===== config.mk =====
export PLATFORM = sky130hd
export DESIGN_NAME = dual_wheel_pi_speed_control_top
export DESIGN_NICKNAME = d
export VERILOG_FILES = /design/src/hdl/dwpi_pkg.sv /design/src/hdl/dwpi_mul.sv /design/src/hdl/dwpi_div.sv /design/src/hdl/dual_wheel_pi_speed_control_top.sv
export SDC_FILE = /design/constraint.sdc
export NUM_CORES = 2
export LEC_CHECK = 0
export BUFFER_PORTS_ARGS = -buffer_cell sky130_fd_sc_hd__buf_2
export CAP_MARGIN = 20
export CORE_MARGIN = 4
export CORE_UTILIZATION = 40
export CTS_CLUSTER_DIAMETER = 60
export DETAILED_ROUTE_END_ITERATION = 10
export GPL_TIMING_DRIVEN = 0
export PLACE_DENSITY = 0.58
export SLEW_MARGIN = 20
export SYNTH_ARGS = -nofsm -noshare
export SYNTH_HDL_FRONTEND = slang
export SYNTH_SLANG_ARGS = --single-unit

===== constraint.sdc =====
create_clock -name clock -period 12.7 [get_ports clock]
set_clock_uncertainty 0.05 [all_clocks]
set_input_delay 0.635 -clock clock [delete_from_list [all_inputs] [get_ports clock]]
set_output_delay 0.635 -clock clock [all_outputs]
set_load 0.01 [all_outputs]

===== src/hdl/dwpi_pkg.sv =====
// Shared types and constants of the dual wheel PI speed controller.
// Used by dwpi_mul, dwpi_div and dual_wheel_pi_speed_control_top; depends on nothing.
package dwpi_pkg;

   // Field and register widths.
   localparam int COUNTER_WIDTH      = 16;
   localparam int INTEGRAL_WIDTH_DEF = 32;
   localparam int TARGET_W           = 15;
   localparam int DIST_W             = 16;
   localparam int GAIN_W             = 32;
   localparam int PERIOD_W           = 16;
   localparam int DUTY_W             = 17;
   localparam int FRAC_W             = 16;
   localparam int FRAC_SHIFT         = 15;
   localparam int CSR_ADDR_W         = 3;
   localparam int CSR_DATA_W         = 32;

   // Shared multiplier: a gain-wide operand by one 16-bit chunk.
   localparam int MUL_B_W = 16;
   localparam int MUL_P_W = GAIN_W + MUL_B_W;

   // Speed error: target minus three times (counter - rest).
   localparam int ERR_W      = ((COUNTER_WIDTH > TARGET_W) ? COUNTER_WIDTH : TARGET_W) + 4;
   localparam int REST_COUNT = 100;

   // PI term, each product limited in magnitude to 2^62.
   localparam int TERM_W         = 65;
   localparam int PROD_SAT_SHIFT = 62;
   localparam int SAT_MAG_W      = PROD_SAT_SHIFT + 1;

   // Fraction law per wheel, Q1.15.
   localparam longint BASE_LEFT  = 35389;
   localparam longint BASE_RIGHT = 37356;
   localparam longint MAX_LEFT   = 42074;
   localparam longint MAX_RIGHT  = 42598;
   localparam longint DIV_LEFT   = 25600;
   localparam longint DIV_RIGHT  = 256000;

   // Terms outside [lo, hi) clamp the fraction; inside, term + off is divided.
   localparam logic signed [TERM_W-1:0] CLAMP_LO_LEFT  = TERM_W'(-(BASE_LEFT * DIV_LEFT));
   localparam logic signed [TERM_W-1:0] CLAMP_LO_RIGHT = TERM_W'(-(BASE_RIGHT * DIV_RIGHT));
   localparam logic signed [TERM_W-1:0] CLAMP_HI_LEFT  =
      TERM_W'((MAX_LEFT + 1 - BASE_LEFT) * DIV_LEFT);
   localparam logic signed [TERM_W-1:0] CLAMP_HI_RIGHT =
      TERM_W'((MAX_RIGHT + 1 - BASE_RIGHT) * DIV_RIGHT);
   localparam logic signed [TERM_W-1:0] CLAMP_OFF_LEFT  = TERM_W'(BASE_LEFT * DIV_LEFT);
   localparam logic signed [TERM_W-1:0] CLAMP_OFF_RIGHT = TERM_W'(BASE_RIGHT * DIV_RIGHT);

   // Divider: dividend below (MAX_RIGHT + 1) * DIV_RIGHT fits 34 bits.
   // DIV_LEFT is 25 << 10 and DIV_RIGHT is 125 << 11. The shift removes the power of two,
   // and the odd factor goes by a reciprocal with 32 fraction bits, which is exact for
   // any 24-bit shifted dividend.
   localparam int DIVN_W      = 34;
   localparam int SHIFT_LEFT  = 10;
   localparam int SHIFT_RIGHT = 11;
   localparam int QUOT_Y_W    = DIVN_W - SHIFT_LEFT;
   localparam int RECIP_W     = 28;
   localparam int RECIP_SHIFT = 32;
   localparam logic [RECIP_W-1:0] RECIP_LEFT  = RECIP_W'(171798692);
   localparam logic [RECIP_W-1:0] RECIP_RIGHT = RECIP_W'(34359739);

   // Wheel select codes.
   localparam logic WHEEL_LEFT  = 1'b0;
   localparam logic WHEEL_RIGHT = 1'b1;

   // Register reset values.
   localparam logic [TARGET_W-1:0] RST_TARGET_LEFT  = TARGET_W'(50);
   localparam logic [TARGET_W-1:0] RST_TARGET_RIGHT = TARGET_W'(50);
   localparam logic [DIST_W-1:0]   RST_STOP_DIST    = DIST_W'(13000);
   localparam logic [GAIN_W-1:0]   RST_PROP_GAIN    = GAIN_W'(16777);
   localparam logic [GAIN_W-1:0]   RST_INTEG_GAIN   = GAIN_W'(671089);
   localparam logic [PERIOD_W-1:0] RST_PWM_PERIOD   = PERIOD_W'(65000);

   // Register indexes.
   typedef enum logic [CSR_ADDR_W-1:0] {
      CSR_TARGET_LEFT  = 3'd0,
      CSR_TARGET_RIGHT = 3'd1,
      CSR_STOP_DIST    = 3'd2,
      CSR_PROP_GAIN    = 3'd3,
      CSR_INTEG_GAIN   = 3'd4,
      CSR_PWM_PERIOD   = 3'd5
   } dwpi_csr_type;

   typedef struct packed {
      logic [COUNTER_WIDTH-1:0] left_counter;
      logic [COUNTER_WIDTH-1:0] right_counter;
   } dwpi_req_type;

   typedef struct packed {
      logic [DUTY_W-1:0] duty_left;
      logic [DUTY_W-1:0] duty_right;
      logic              stopped;
   } dwpi_rsp_type;

   typedef struct packed {
      logic              start;
      logic              sel;
      logic [DIVN_W-1:0] dividend;
   } dwpi_div_req_type;

   typedef struct packed {
      logic              done;
      logic [FRAC_W-1:0] quotient;
   } dwpi_div_rsp_type;

endpackage


===== src/hdl/dwpi_mul.sv =====
// Shared 32 x 16 unsigned multiplier with a registered product.
// Depends on dwpi_pkg.
module dwpi_mul (
   input  logic                          clock,
   input  logic [dwpi_pkg::GAIN_W-1:0]   mul_a,
   input  logic [dwpi_pkg::MUL_B_W-1:0]  mul_b,
   output logic [dwpi_pkg::MUL_P_W-1:0]  mul_p
);
   import dwpi_pkg::*;

   logic [MUL_P_W-1:0] prod_ff;
   logic [MUL_P_W-1:0] prod_in;

   assign prod_in = MUL_P_W'(mul_a) * MUL_P_W'(mul_b);

   always_ff @(posedge clock) begin
      prod_ff <= prod_in;
   end

   assign mul_p = prod_ff;

endmodule


===== src/hdl/dwpi_div.sv =====
// Divider of a 34-bit dividend by the fixed per-wheel divisor: a shift and a
// reciprocal multiplication; dividend and product are registered. Depends on dwpi_pkg.
module dwpi_div (
   input  logic                               clock,
   input  logic                               reset,
   input  dwpi_pkg::dwpi_div_req_type         div_req,
   output dwpi_pkg::dwpi_div_rsp_type         div_rsp
);
   import dwpi_pkg::*;

   localparam int DPROD_W = QUOT_Y_W + RECIP_W;

   logic                busy_ff, busy_in;
   logic                done_ff, done_in;
   logic [QUOT_Y_W-1:0] y_ff, y_in;
   logic [RECIP_W-1:0]  recip_ff, recip_in;
   logic [DPROD_W-1:0]  prod_ff, prod_in;

   always_comb begin
      busy_in  = div_req.start;
      done_in  = busy_ff;
      y_in     = y_ff;
      recip_in = recip_ff;
      if (div_req.start) begin
         if (div_req.sel == WHEEL_RIGHT) begin
            y_in     = QUOT_Y_W'(div_req.dividend >> SHIFT_RIGHT);
            recip_in = RECIP_RIGHT;
         end else begin
            y_in     = QUOT_Y_W'(div_req.dividend >> SHIFT_LEFT);
            recip_in = RECIP_LEFT;
         end
      end
   end

   assign prod_in = DPROD_W'(y_ff) * DPROD_W'(recip_ff);

   always_ff @(posedge clock) begin
      if (reset) begin
         busy_ff <= 1'b0;
         done_ff <= 1'b0;
      end else begin
         busy_ff <= busy_in;
         done_ff <= done_in;
      end
   end

   always_ff @(posedge clock) begin
      y_ff     <= y_in;
      recip_ff <= recip_in;
      prod_ff  <= prod_in;
   end

   assign div_rsp.done     = done_ff;
   assign div_rsp.quotient = prod_ff[RECIP_SHIFT +: FRAC_W];

endmodule


===== src/hdl/dual_wheel_pi_speed_control_top.sv =====
// Dual wheel PI speed controller: registers, sequencer and result register.
// Uses dwpi_pkg, dwpi_mul and dwpi_div. Each product goes through the shared multiplier in
// NCHUNK 16-bit chunks; a clamped wheel skips the divider. The next request is taken in the
// cycle after the result is loaded. A stop request goes from the check state straight to the
// output state, and a request after a stop is taken and dropped without a result. Reset is
// synchronous and restores the configuration registers and the control state.
module dual_wheel_pi_speed_control_top #(
   parameter int INTEGRAL_WIDTH = dwpi_pkg::INTEGRAL_WIDTH_DEF
) (
   input  logic                               clock,
   input  logic                               reset,
   input  logic                               req_valid,
   output logic                               req_stall,
   input  dwpi_pkg::dwpi_req_type             req_data,
   output logic                               rsp_valid,
   input  logic                               rsp_stall,
   output dwpi_pkg::dwpi_rsp_type             rsp_data,
   input  logic                               csr_we,
   input  logic [dwpi_pkg::CSR_ADDR_W-1:0]    csr_addr,
   input  logic [dwpi_pkg::CSR_DATA_W-1:0]    csr_wdata
);
   import dwpi_pkg::*;

   localparam int MAX_W   = (INTEGRAL_WIDTH > ERR_W) ? INTEGRAL_WIDTH : ERR_W;
   localparam int NCHUNK  = (MAX_W + MUL_B_W - 1) / MUL_B_W;
   localparam int CHUNK_W = $clog2(NCHUNK);
   localparam int MAG_W   = NCHUNK * MUL_B_W;
   localparam int PROD_W  = MAG_W + GAIN_W;
   localparam int SAT_W   = (PROD_W > SAT_MAG_W) ? PROD_W : SAT_MAG_W;
   localparam int SUM_W   = MAX_W + 1;
   localparam int DSUM_W  = COUNTER_WIDTH + 2;
   localparam int DCMP_W  = (COUNTER_WIDTH > DIST_W) ? COUNTER_WIDTH : DIST_W;
   localparam logic [SAT_W-1:0] PROD_LIMIT = SAT_W'(1) << PROD_SAT_SHIFT;

   localparam logic PROD_PROP  = 1'b0;
   localparam logic PROD_INTEG = 1'b1;

   typedef enum logic [10:0] {
      ST_IDLE  = 11'b000_0000_0001,
      ST_CHECK = 11'b000_0000_0010,
      ST_ERROR = 11'b000_0000_0100,
      ST_MUL   = 11'b000_0000_1000,
      ST_ACC   = 11'b000_0001_0000,
      ST_SAT   = 11'b000_0010_0000,
      ST_CLAMP = 11'b000_0100_0000,
      ST_DIV   = 11'b000_1000_0000,
      ST_DUTY  = 11'b001_0000_0000,
      ST_DUTYW = 11'b010_0000_0000,
      ST_OUT   = 11'b100_0000_0000
   } dwpi_state_type;

   // Configuration registers.
   logic [TARGET_W-1:0] tgt_l_ff, tgt_r_ff;
   logic [DIST_W-1:0]   stop_dist_ff;
   logic [GAIN_W-1:0]   kp_ff, ki_ff;
   logic [PERIOD_W-1:0] period_ff;

   // Control state.
   dwpi_state_type                    state_ff, state_in;
   logic                              running_ff, running_in;
   logic [COUNTER_WIDTH-1:0]          dist_ff, dist_in;
   logic signed [INTEGRAL_WIDTH-1:0]  integ_l_ff, integ_l_in;
   logic signed [INTEGRAL_WIDTH-1:0]  integ_r_ff, integ_r_in;
   logic                              wheel_ff, wheel_in;
   logic                              prod_sel_ff, prod_sel_in;
   logic [CHUNK_W-1:0]                chunk_ff, chunk_in;
   logic                              rsp_valid_ff, rsp_valid_in;

   // Datapath registers.
   logic [COUNTER_WIDTH-1:0]  lc_ff, lc_in, rc_ff, rc_in;
   logic [MAG_W-1:0]          mag_ff, mag_in;
   logic                      neg_ff, neg_in;
   logic [PROD_W-1:0]         acc_ff, acc_in;
   logic signed [TERM_W-1:0]  term_ff, term_in;
   logic [FRAC_W-1:0]         frac_ff, frac_in;
   logic [DUTY_W-1:0]         duty_l_ff, duty_l_in, duty_r_ff, duty_r_in;
   logic                      stopped_ff, stopped_in;
   dwpi_rsp_type              rsp_data_ff, rsp_data_in;

   // Shared units.
   logic [GAIN_W-1:0]   mul_a;
   logic [MUL_B_W-1:0]  mul_b;
   logic [MUL_P_W-1:0]  mul_p;
   dwpi_div_req_type    div_req;
   dwpi_div_rsp_type    div_rsp;

   // Per-wheel arithmetic.
   logic [COUNTER_WIDTH-1:0]         cur_counter;
   logic [TARGET_W-1:0]              cur_target;
   logic signed [INTEGRAL_WIDTH-1:0] cur_integ;
   logic signed [ERR_W-1:0]          speed, err_val;
   logic [ERR_W-1:0]                 err_abs;
   logic signed [SUM_W-1:0]          integ_sum;
   logic [SUM_W-INTEGRAL_WIDTH:0]    integ_top;
   logic signed [INTEGRAL_WIDTH-1:0] integ_sat;
   logic [INTEGRAL_WIDTH-1:0]        integ_abs;
   logic signed [DSUM_W-1:0]         dsum;
   logic [COUNTER_WIDTH-1:0]         dist_next;
   logic [SAT_W-1:0]                 acc_ext, sat_val;
   logic [SAT_MAG_W-1:0]             sat_mag;
   logic signed [TERM_W-1:0]         term_add;
   logic signed [TERM_W-1:0]         clamp_lo, clamp_hi, clamp_off;
   logic                             stop_now;

   dwpi_mul u_mul (
      .clock (clock),
      .mul_a (mul_a),
      .mul_b (mul_b),
      .mul_p (mul_p)
   );

   dwpi_div u_div (
      .clock   (clock),
      .reset   (reset),
      .div_req (div_req),
      .div_rsp (div_rsp)
   );

   assign cur_counter = (wheel_ff == WHEEL_RIGHT) ? rc_ff : lc_ff;
   assign cur_target  = (wheel_ff == WHEEL_RIGHT) ? tgt_r_ff : tgt_l_ff;
   assign cur_integ   = (wheel_ff == WHEEL_RIGHT) ? integ_r_ff : integ_l_ff;

   assign speed   = $signed(ERR_W'(cur_counter)) - $signed(ERR_W'(REST_COUNT));
   assign err_val = $signed(ERR_W'(cur_target)) - (speed + (speed <<< 1));
   assign err_abs = err_val[ERR_W-1] ? ERR_W'(-err_val) : ERR_W'(err_val);

   // The integrator saturates when the sum's upper bits are not all sign copies.
   assign integ_sum = SUM_W'(cur_integ) + SUM_W'(err_val);
   assign integ_top = integ_sum[SUM_W-1:INTEGRAL_WIDTH-1];
   always_comb begin
      if ((&integ_top) || !(|integ_top)) begin
         integ_sat = integ_sum[INTEGRAL_WIDTH-1:0];
      end else if (integ_sum[SUM_W-1]) begin
         integ_sat = {1'b1, {(INTEGRAL_WIDTH-1){1'b0}}};
      end else begin
         integ_sat = {1'b0, {(INTEGRAL_WIDTH-1){1'b1}}};
      end
   end
   assign integ_abs = cur_integ[INTEGRAL_WIDTH-1] ? INTEGRAL_WIDTH'(-cur_integ)
                                                  : INTEGRAL_WIDTH'(cur_integ);

   // Distance sum saturates at zero and at the counter's full scale.
   assign dsum = $signed(DSUM_W'(dist_ff)) + $signed(DSUM_W'(req_data.left_counter))
                 - $signed(DSUM_W'(REST_COUNT));
   always_comb begin
      if (dsum[DSUM_W-1]) begin
         dist_next = '0;
      end else if (dsum[COUNTER_WIDTH]) begin
         dist_next = '1;
      end else begin
         dist_next = dsum[COUNTER_WIDTH-1:0];
      end
   end

   assign stop_now = (tgt_l_ff == '0) || (tgt_r_ff == '0) ||
                     (DCMP_W'(dist_ff) >= DCMP_W'(stop_dist_ff));

   assign acc_ext  = SAT_W'(acc_ff);
   assign sat_val  = (acc_ext > PROD_LIMIT) ? PROD_LIMIT : acc_ext;
   assign sat_mag  = sat_val[SAT_MAG_W-1:0];
   assign term_add = neg_ff ? -$signed(TERM_W'(sat_mag)) : $signed(TERM_W'(sat_mag));

   assign clamp_lo  = (wheel_ff == WHEEL_RIGHT) ? CLAMP_LO_RIGHT : CLAMP_LO_LEFT;
   assign clamp_hi  = (wheel_ff == WHEEL_RIGHT) ? CLAMP_HI_RIGHT : CLAMP_HI_LEFT;
   assign clamp_off = (wheel_ff == WHEEL_RIGHT) ? CLAMP_OFF_RIGHT : CLAMP_OFF_LEFT;

   // Operand selection for the shared multiplier.
   always_comb begin
      mul_a = '0;
      mul_b = '0;
      if (state_ff == ST_MUL) begin
         mul_a = (prod_sel_ff == PROD_INTEG) ? ki_ff : kp_ff;
         mul_b = mag_ff[MAG_W-1 -: MUL_B_W];
      end else if (state_ff == ST_DUTY) begin
         mul_a = GAIN_W'(period_ff);
         mul_b = frac_ff;
      end
   end

   // Sequencer.
   always_comb begin
      state_in     = state_ff;
      running_in   = running_ff;
      dist_in      = dist_ff;
      integ_l_in   = integ_l_ff;
      integ_r_in   = integ_r_ff;
      wheel_in     = wheel_ff;
      prod_sel_in  = prod_sel_ff;
      chunk_in     = chunk_ff;
      rsp_valid_in = rsp_valid_ff && rsp_stall;
      lc_in        = lc_ff;
      rc_in        = rc_ff;
      mag_in       = mag_ff;
      neg_in       = neg_ff;
      acc_in       = acc_ff;
      term_in      = term_ff;
      frac_in      = frac_ff;
      duty_l_in    = duty_l_ff;
      duty_r_in    = duty_r_ff;
      stopped_in   = stopped_ff;
      rsp_data_in  = rsp_data_ff;
      div_req      = '0;
      unique case (state_ff)
         ST_IDLE: begin
            // After a stop, requests are taken and dropped without a result.
            if (req_valid && running_ff) begin
               lc_in    = req_data.left_counter;
               rc_in    = req_data.right_counter;
               dist_in  = dist_next;
               state_in = ST_CHECK;
            end
         end
         ST_CHECK: begin
            if (stop_now) begin
               duty_l_in  = DUTY_W'(period_ff);
               duty_r_in  = DUTY_W'(period_ff);
               stopped_in = 1'b1;
               integ_l_in = '0;
               integ_r_in = '0;
               dist_in    = '0;
               running_in = 1'b0;
               state_in   = ST_OUT;
            end else begin
               stopped_in = 1'b0;
               wheel_in   = WHEEL_LEFT;
               state_in   = ST_ERROR;
            end
         end
         ST_ERROR: begin
            if (wheel_ff == WHEEL_RIGHT) begin
               integ_r_in = integ_sat;
            end else begin
               integ_l_in = integ_sat;
            end
            mag_in      = MAG_W'(err_abs);
            neg_in      = err_val[ERR_W-1];
            prod_sel_in = PROD_PROP;
            chunk_in    = CHUNK_W'(NCHUNK - 1);
            acc_in      = '0;
            term_in     = '0;
            state_in    = ST_MUL;
         end
         ST_MUL: begin
            mag_in   = mag_ff << MUL_B_W;
            state_in = ST_ACC;
         end
         ST_ACC: begin
            // Chunks arrive most significant first.
            acc_in = (acc_ff << MUL_B_W) + PROD_W'(mul_p);
            if (chunk_ff == '0) begin
               state_in = ST_SAT;
            end else begin
               chunk_in = chunk_ff - CHUNK_W'(1);
               state_in = ST_MUL;
            end
         end
         ST_SAT: begin
            term_in = term_ff + term_add;
            if (prod_sel_ff == PROD_PROP) begin
               prod_sel_in = PROD_INTEG;
               mag_in      = MAG_W'(integ_abs);
               neg_in      = cur_integ[INTEGRAL_WIDTH-1];
               chunk_in    = CHUNK_W'(NCHUNK - 1);
               acc_in      = '0;
               state_in    = ST_MUL;
            end else begin
               state_in = ST_CLAMP;
            end
         end
         ST_CLAMP: begin
            if (term_ff < clamp_lo) begin
               frac_in  = '0;
               state_in = ST_DUTY;
            end else if (term_ff >= clamp_hi) begin
               frac_in  = (wheel_ff == WHEEL_RIGHT) ? FRAC_W'(MAX_RIGHT) : FRAC_W'(MAX_LEFT);
               state_in = ST_DUTY;
            end else begin
               div_req.start    = 1'b1;
               div_req.sel      = wheel_ff;
               div_req.dividend = DIVN_W'(term_ff + clamp_off);
               state_in         = ST_DIV;
            end
         end
         ST_DIV: begin
            if (div_rsp.done) begin
               frac_in  = div_rsp.quotient;
               state_in = ST_DUTY;
            end
         end
         ST_DUTY: begin
            state_in = ST_DUTYW;
         end
         ST_DUTYW: begin
            if (wheel_ff == WHEEL_RIGHT) begin
               duty_r_in = mul_p[FRAC_SHIFT +: DUTY_W];
               state_in  = ST_OUT;
            end else begin
               duty_l_in = mul_p[FRAC_SHIFT +: DUTY_W];
               wheel_in  = WHEEL_RIGHT;
               state_in  = ST_ERROR;
            end
         end
         ST_OUT: begin
            if (!rsp_valid_ff || !rsp_stall) begin
               rsp_data_in.duty_left  = duty_l_ff;
               rsp_data_in.duty_right = duty_r_ff;
               rsp_data_in.stopped    = stopped_ff;
               rsp_valid_in           = 1'b1;
               state_in               = ST_IDLE;
            end
         end
         default: begin
            state_in = ST_IDLE;
         end
      endcase
   end

   always_ff @(posedge clock) begin
      if (reset) begin
         state_ff     <= ST_IDLE;
         running_ff   <= 1'b1;
         dist_ff      <= '0;
         integ_l_ff   <= '0;
         integ_r_ff   <= '0;
         wheel_ff     <= WHEEL_LEFT;
         prod_sel_ff  <= PROD_PROP;
         chunk_ff     <= '0;
         rsp_valid_ff <= 1'b0;
      end else begin
         state_ff     <= state_in;
         running_ff   <= running_in;
         dist_ff      <= dist_in;
         integ_l_ff   <= integ_l_in;
         integ_r_ff   <= integ_r_in;
         wheel_ff     <= wheel_in;
         prod_sel_ff  <= prod_sel_in;
         chunk_ff     <= chunk_in;
         rsp_valid_ff <= rsp_valid_in;
      end
   end

   always_ff @(posedge clock) begin
      lc_ff       <= lc_in;
      rc_ff       <= rc_in;
      mag_ff      <= mag_in;
      neg_ff      <= neg_in;
      acc_ff      <= acc_in;
      term_ff     <= term_in;
      frac_ff     <= frac_in;
      duty_l_ff   <= duty_l_in;
      duty_r_ff   <= duty_r_in;
      stopped_ff  <= stopped_in;
      rsp_data_ff <= rsp_data_in;
   end

   // Configuration writes; an index past the last register is ignored.
   always_ff @(posedge clock) begin
      if (reset) begin
         tgt_l_ff     <= RST_TARGET_LEFT;
         tgt_r_ff     <= RST_TARGET_RIGHT;
         stop_dist_ff <= RST_STOP_DIST;
         kp_ff        <= RST_PROP_GAIN;
         ki_ff        <= RST_INTEG_GAIN;
         period_ff    <= RST_PWM_PERIOD;
      end else if (csr_we) begin
         unique case (csr_addr)
            CSR_TARGET_LEFT:  tgt_l_ff     <= csr_wdata[TARGET_W-1:0];
            CSR_TARGET_RIGHT: tgt_r_ff     <= csr_wdata[TARGET_W-1:0];
            CSR_STOP_DIST:    stop_dist_ff <= csr_wdata[DIST_W-1:0];
            CSR_PROP_GAIN:    kp_ff        <= csr_wdata[GAIN_W-1:0];
            CSR_INTEG_GAIN:   ki_ff        <= csr_wdata[GAIN_W-1:0];
            CSR_PWM_PERIOD:   period_ff    <= csr_wdata[PERIOD_W-1:0];
            default: begin
            end
         endcase
      end
   end

   assign req_stall = (state_ff != ST_IDLE);
   assign rsp_valid = rsp_valid_ff;
   assign rsp_data  = rsp_data_ff;

   // Once stopped, the integrators and the distance sum stay cleared.
   a_stopped_clear: assert property (@(posedge clock) disable iff (reset)
      !running_ff |-> (dist_ff == '0 && integ_l_ff == '0 && integ_r_ff == '0))
      else $error("state not cleared after stop");

   a_div_done_state: assert property (@(posedge clock) disable iff (reset)
      div_rsp.done |-> (state_ff == ST_DIV))
      else $error("divider finished outside its wait state");

   a_frac_range: assert property (@(posedge clock) disable iff (reset)
      (state_ff == ST_DUTY && wheel_ff == WHEEL_LEFT) |-> (frac_ff <= FRAC_W'(MAX_LEFT)))
      else $error("left fraction above its limit");

   a_stop_duty: assert property (@(posedge clock) disable iff (reset)
      (state_ff == ST_OUT && stopped_ff) |->
         (duty_l_ff == DUTY_W'(period_ff) && duty_r_ff == DUTY_W'(period_ff)))
      else $error("stop result without neutral duty");

   a_rsp_source: assert property (@(posedge clock) disable iff (reset)
      $rose(rsp_valid_ff) |-> $past(state_ff == ST_OUT))
      else $error("result raised outside the output state");

endmodule

==> results.cfg <==
[routing]
ant_nets = 0
drc_errors = 0
via_count = 52204
first_iter_violations = 3999
viasPerCell = 5.38
wl_per_cell_um = 22.2
wl_mm = 216
drt_pass1_iterations = 5

[synthesis]
async_flop_share_pct = 0
synth.avg_cell_area_um2 = 8.99
synth_ff_type = edfxtp_1
yosysSeqAreaShare_pct = 22.9
synthesis.area_um2 = 65200
synthDistinctLibCells = 94
synth_nets = 8733
synth_edf_count = 306
ys_warn_count = 0
ys_seq_elements = 594
synthCells = 7254

[critical_path]
worstPathRequired_ps = 13280
slowest_delay_ps = 770
reg2reg_depth = 33
crit_fanout = 21
worstReg2RegStart = wheel_ff$_SDFFE_PP0P_
reg2reg_to = integ_l_ff[3]$_SDFFE_PP0P_
crit_top_cell = buf_2
crit_type = reg -> reg
crit_buf_inv = 12
slowest_stage = clkbuf_1
path_delay_family = buffers and inverters
end_kind = register
rrSetupSlack_ps = 910
cp-start-kind = register
cp.arrival_ps = 12370
path_depth = 33

[worst_hold_path]
hold_depth = 1
hold_path_end = lc_ff[4]$_DFFE_PP_
hold_path_class = in -> reg
min-delay-start = req_data[20]

[die]
die_area_um2 = 170000
start_util_pct = 40.4
die_x_um = 412
fp.dieH_um = 412
num_rows = 147
ios = 109
core-area_um2 = 161000

[clock_tree]
cts_root_buffer = clkbuf_16
clk_latency_ps = 740
cts.sinks = 594
htree_levels = 3
clk_pin_slew_worst_paths_ps = 60
cts_buffer_depth = 3
numCtsBuffers = 86
cts_tree = yes

[global_routing]
grt_pass1_vias = 53222
grt_pass1_wl_mm = 328
grt_max_degree = 51
overflow = 0
antenna_found_initial = 5
grt.total_usage_pct = 25.4

[place]
gp_congestion = 0.974
pre_cts_ws_ps = 811
dp_hpwl_mm = 178
port_buffers = 107

[layout]
multi_input_area_um2 = 45100
final_common_cell = inv_1
fill_cells = 15839
nNetsFinal = 8952
layout_common_cells = inv_1 (1160), nand2_1 (946), fa_1 (786), ha_1 (621), nor2_1 (614)
seq_area_um2 = 15000
drive_above_1_share_pct = 5.39
syn_to_final_growth_pct = 10.2

[sta]
fin_tns_setup_ps = 0
worst_slack_ps = 908
finalMaxSlewViolations = 0
rsz0062_at_grt = false
tightest_slew_ps = 1170
max_clock_freq_ghz = 0.0848
fin_crit_ps = 11790
period_share_pct = 92.8
slew_headroom_pct = 21.8
finalHoldViolCount = 0
setup_viol = 0

[power_and_ir_drop]
p_per_area_nw_per_um2 = 80.6
irDropWorstVdd_mv = 0.126
finalPower_uw = 5790
power_leakage_uw = 0.0332

[run]
cap_violations = 0

[outcome]
status = finished clean
## per-layer routing
layer  wire length (um)  track usage, %  vias up
met5                 41               0        -
met4               8450            9.01        6
met3              16500            4.89      387
met2              95400            39.9     1845
met1              95200            35.0    25767
li1                   -               -    24199
## registers in the layout (all words and copies together), names as in the netlist, 11 cells and up
signal	count
dist_ff	16
kp_ff	32
rc_ff	16
state_ff	11
rsp_data	35
duty_r_ff	17
term_ff	65
lc_ff	16
u_div.y_ff	24
integ_r_ff	32
duty_l_ff	17
u_mul.mul_p	48
mag_ff	32
frac_ff	16
ki_ff	32
integ_l_ff	32
u_div.prod_ff	16
acc_ext	64
period_ff	16
tgt_r_ff	15
stop_dist_ff	16
tgt_l_ff	15
## cell families after synthesis
family                     share of synthesized area [%]
adders and majority gates                           36.0
and+or+nand+nor                                     15.2
xor gates and xnor gates                            4.48
AOI/OAI and AO/OA                                   11.4
buffers and inverters                               8.17
muxes                                               1.82
DFF                                                 22.9
## power breakdown
part           internal [uW]  total [uW]  switching (uW)
Clock                   1420        2460            1040
Sequential              2070        2120            46.7
Combinational            463        1220             754
## cell type report
class | count | share of cell area (%)
Antenna cell | 1 | 0.00348
Buffer | 249 | 1.35
Clock buffer | 112 | 3.26
Clock inverter | 50 | 0.888
Inverter | 1162 | 6.07
Multi-Input combinational cell | 5249 | 62.7
Sequential cell | 594 | 20.8
Tap cell | 2160 | 3.76
Timing Repair Buffer | 131 | 1.20
## through the flow
stage	area (um^2)	hold WS (ps)	std cells	utilization, %
after floorplan	65200	350	7254	-
after CTS	71900	21.0	9707	44.6
after detailed placement	68700	355	9529	42.6
final	71900	89.7	9708	44.6
after global placement	68500	353	9521	42.5
after global routing	71900	55.1	9707	44.6
## how the worst max path moves through the flow
stage	slack, ps	startpoint	endpoint
global placement	920	wheel_ff$_SDFFE_PP0P_	integ_l_ff[9]$_SDFFE_PP0P_
CTS	810	wheel_ff$_SDFFE_PP0P_	integ_l_ff[1]$_SDFFE_PP0P_
finish	910	wheel_ff$_SDFFE_PP0P_	integ_l_ff[3]$_SDFFE_PP0P_
floorplan	4140	wheel_ff$_SDFFE_PP0P_	integ_r_ff[8]$_SDFFE_PP0P_
detailed placement	810	wheel_ff$_SDFFE_PP0P_	integ_l_ff[4]$_SDFFE_PP0P_
global route	130	wheel_ff$_SDFFE_PP0P_	integ_l_ff[0]$_SDFFE_PP0P_
## synth_stat cells (all sizes together) (17+ instances only)
library cell,number,share of area (%)
xnor2,215,2.9
o22ai,17,0.16
clkbuf,222,1.3
o2bb2ai,31,0.42
nor2,616,3.6
nand3,100,0.77
o21bai,37,0.43
nor2b,49,0.47
xor2,119,1.6
nor4,36,0.35
a31oi,37,0.35
a21oi,394,3.0
mux2i,78,1.2
fa,786,24
o21a,32,0.37
a211oi,31,0.36
edfxtp,306,14
nor3,120,0.92
o31ai,38,0.47
dfxtp,288,8.8
a21o,166,1.9
and3,36,0.35
ha,621,12
and2,96,0.92
or3,27,0.28
o21ai,233,1.8
inv,1162,6.7
or2,42,0.40
nand2b,51,0.49
o211ai,21,0.25
mux2,36,0.62
nand4,39,0.37
buf,27,0.21
nand2,951,5.5
## timing repair
action | CTS | global route
endpoints found under the hold margin | 16 | 0
gates resized for setup | 0 | 1
endpoints found under the setup margin | 0 | 22
buffers inserted | 0 | 0
hold buffers | 16 | 0
Note: power is estimated with default switching activity, not from simulation.
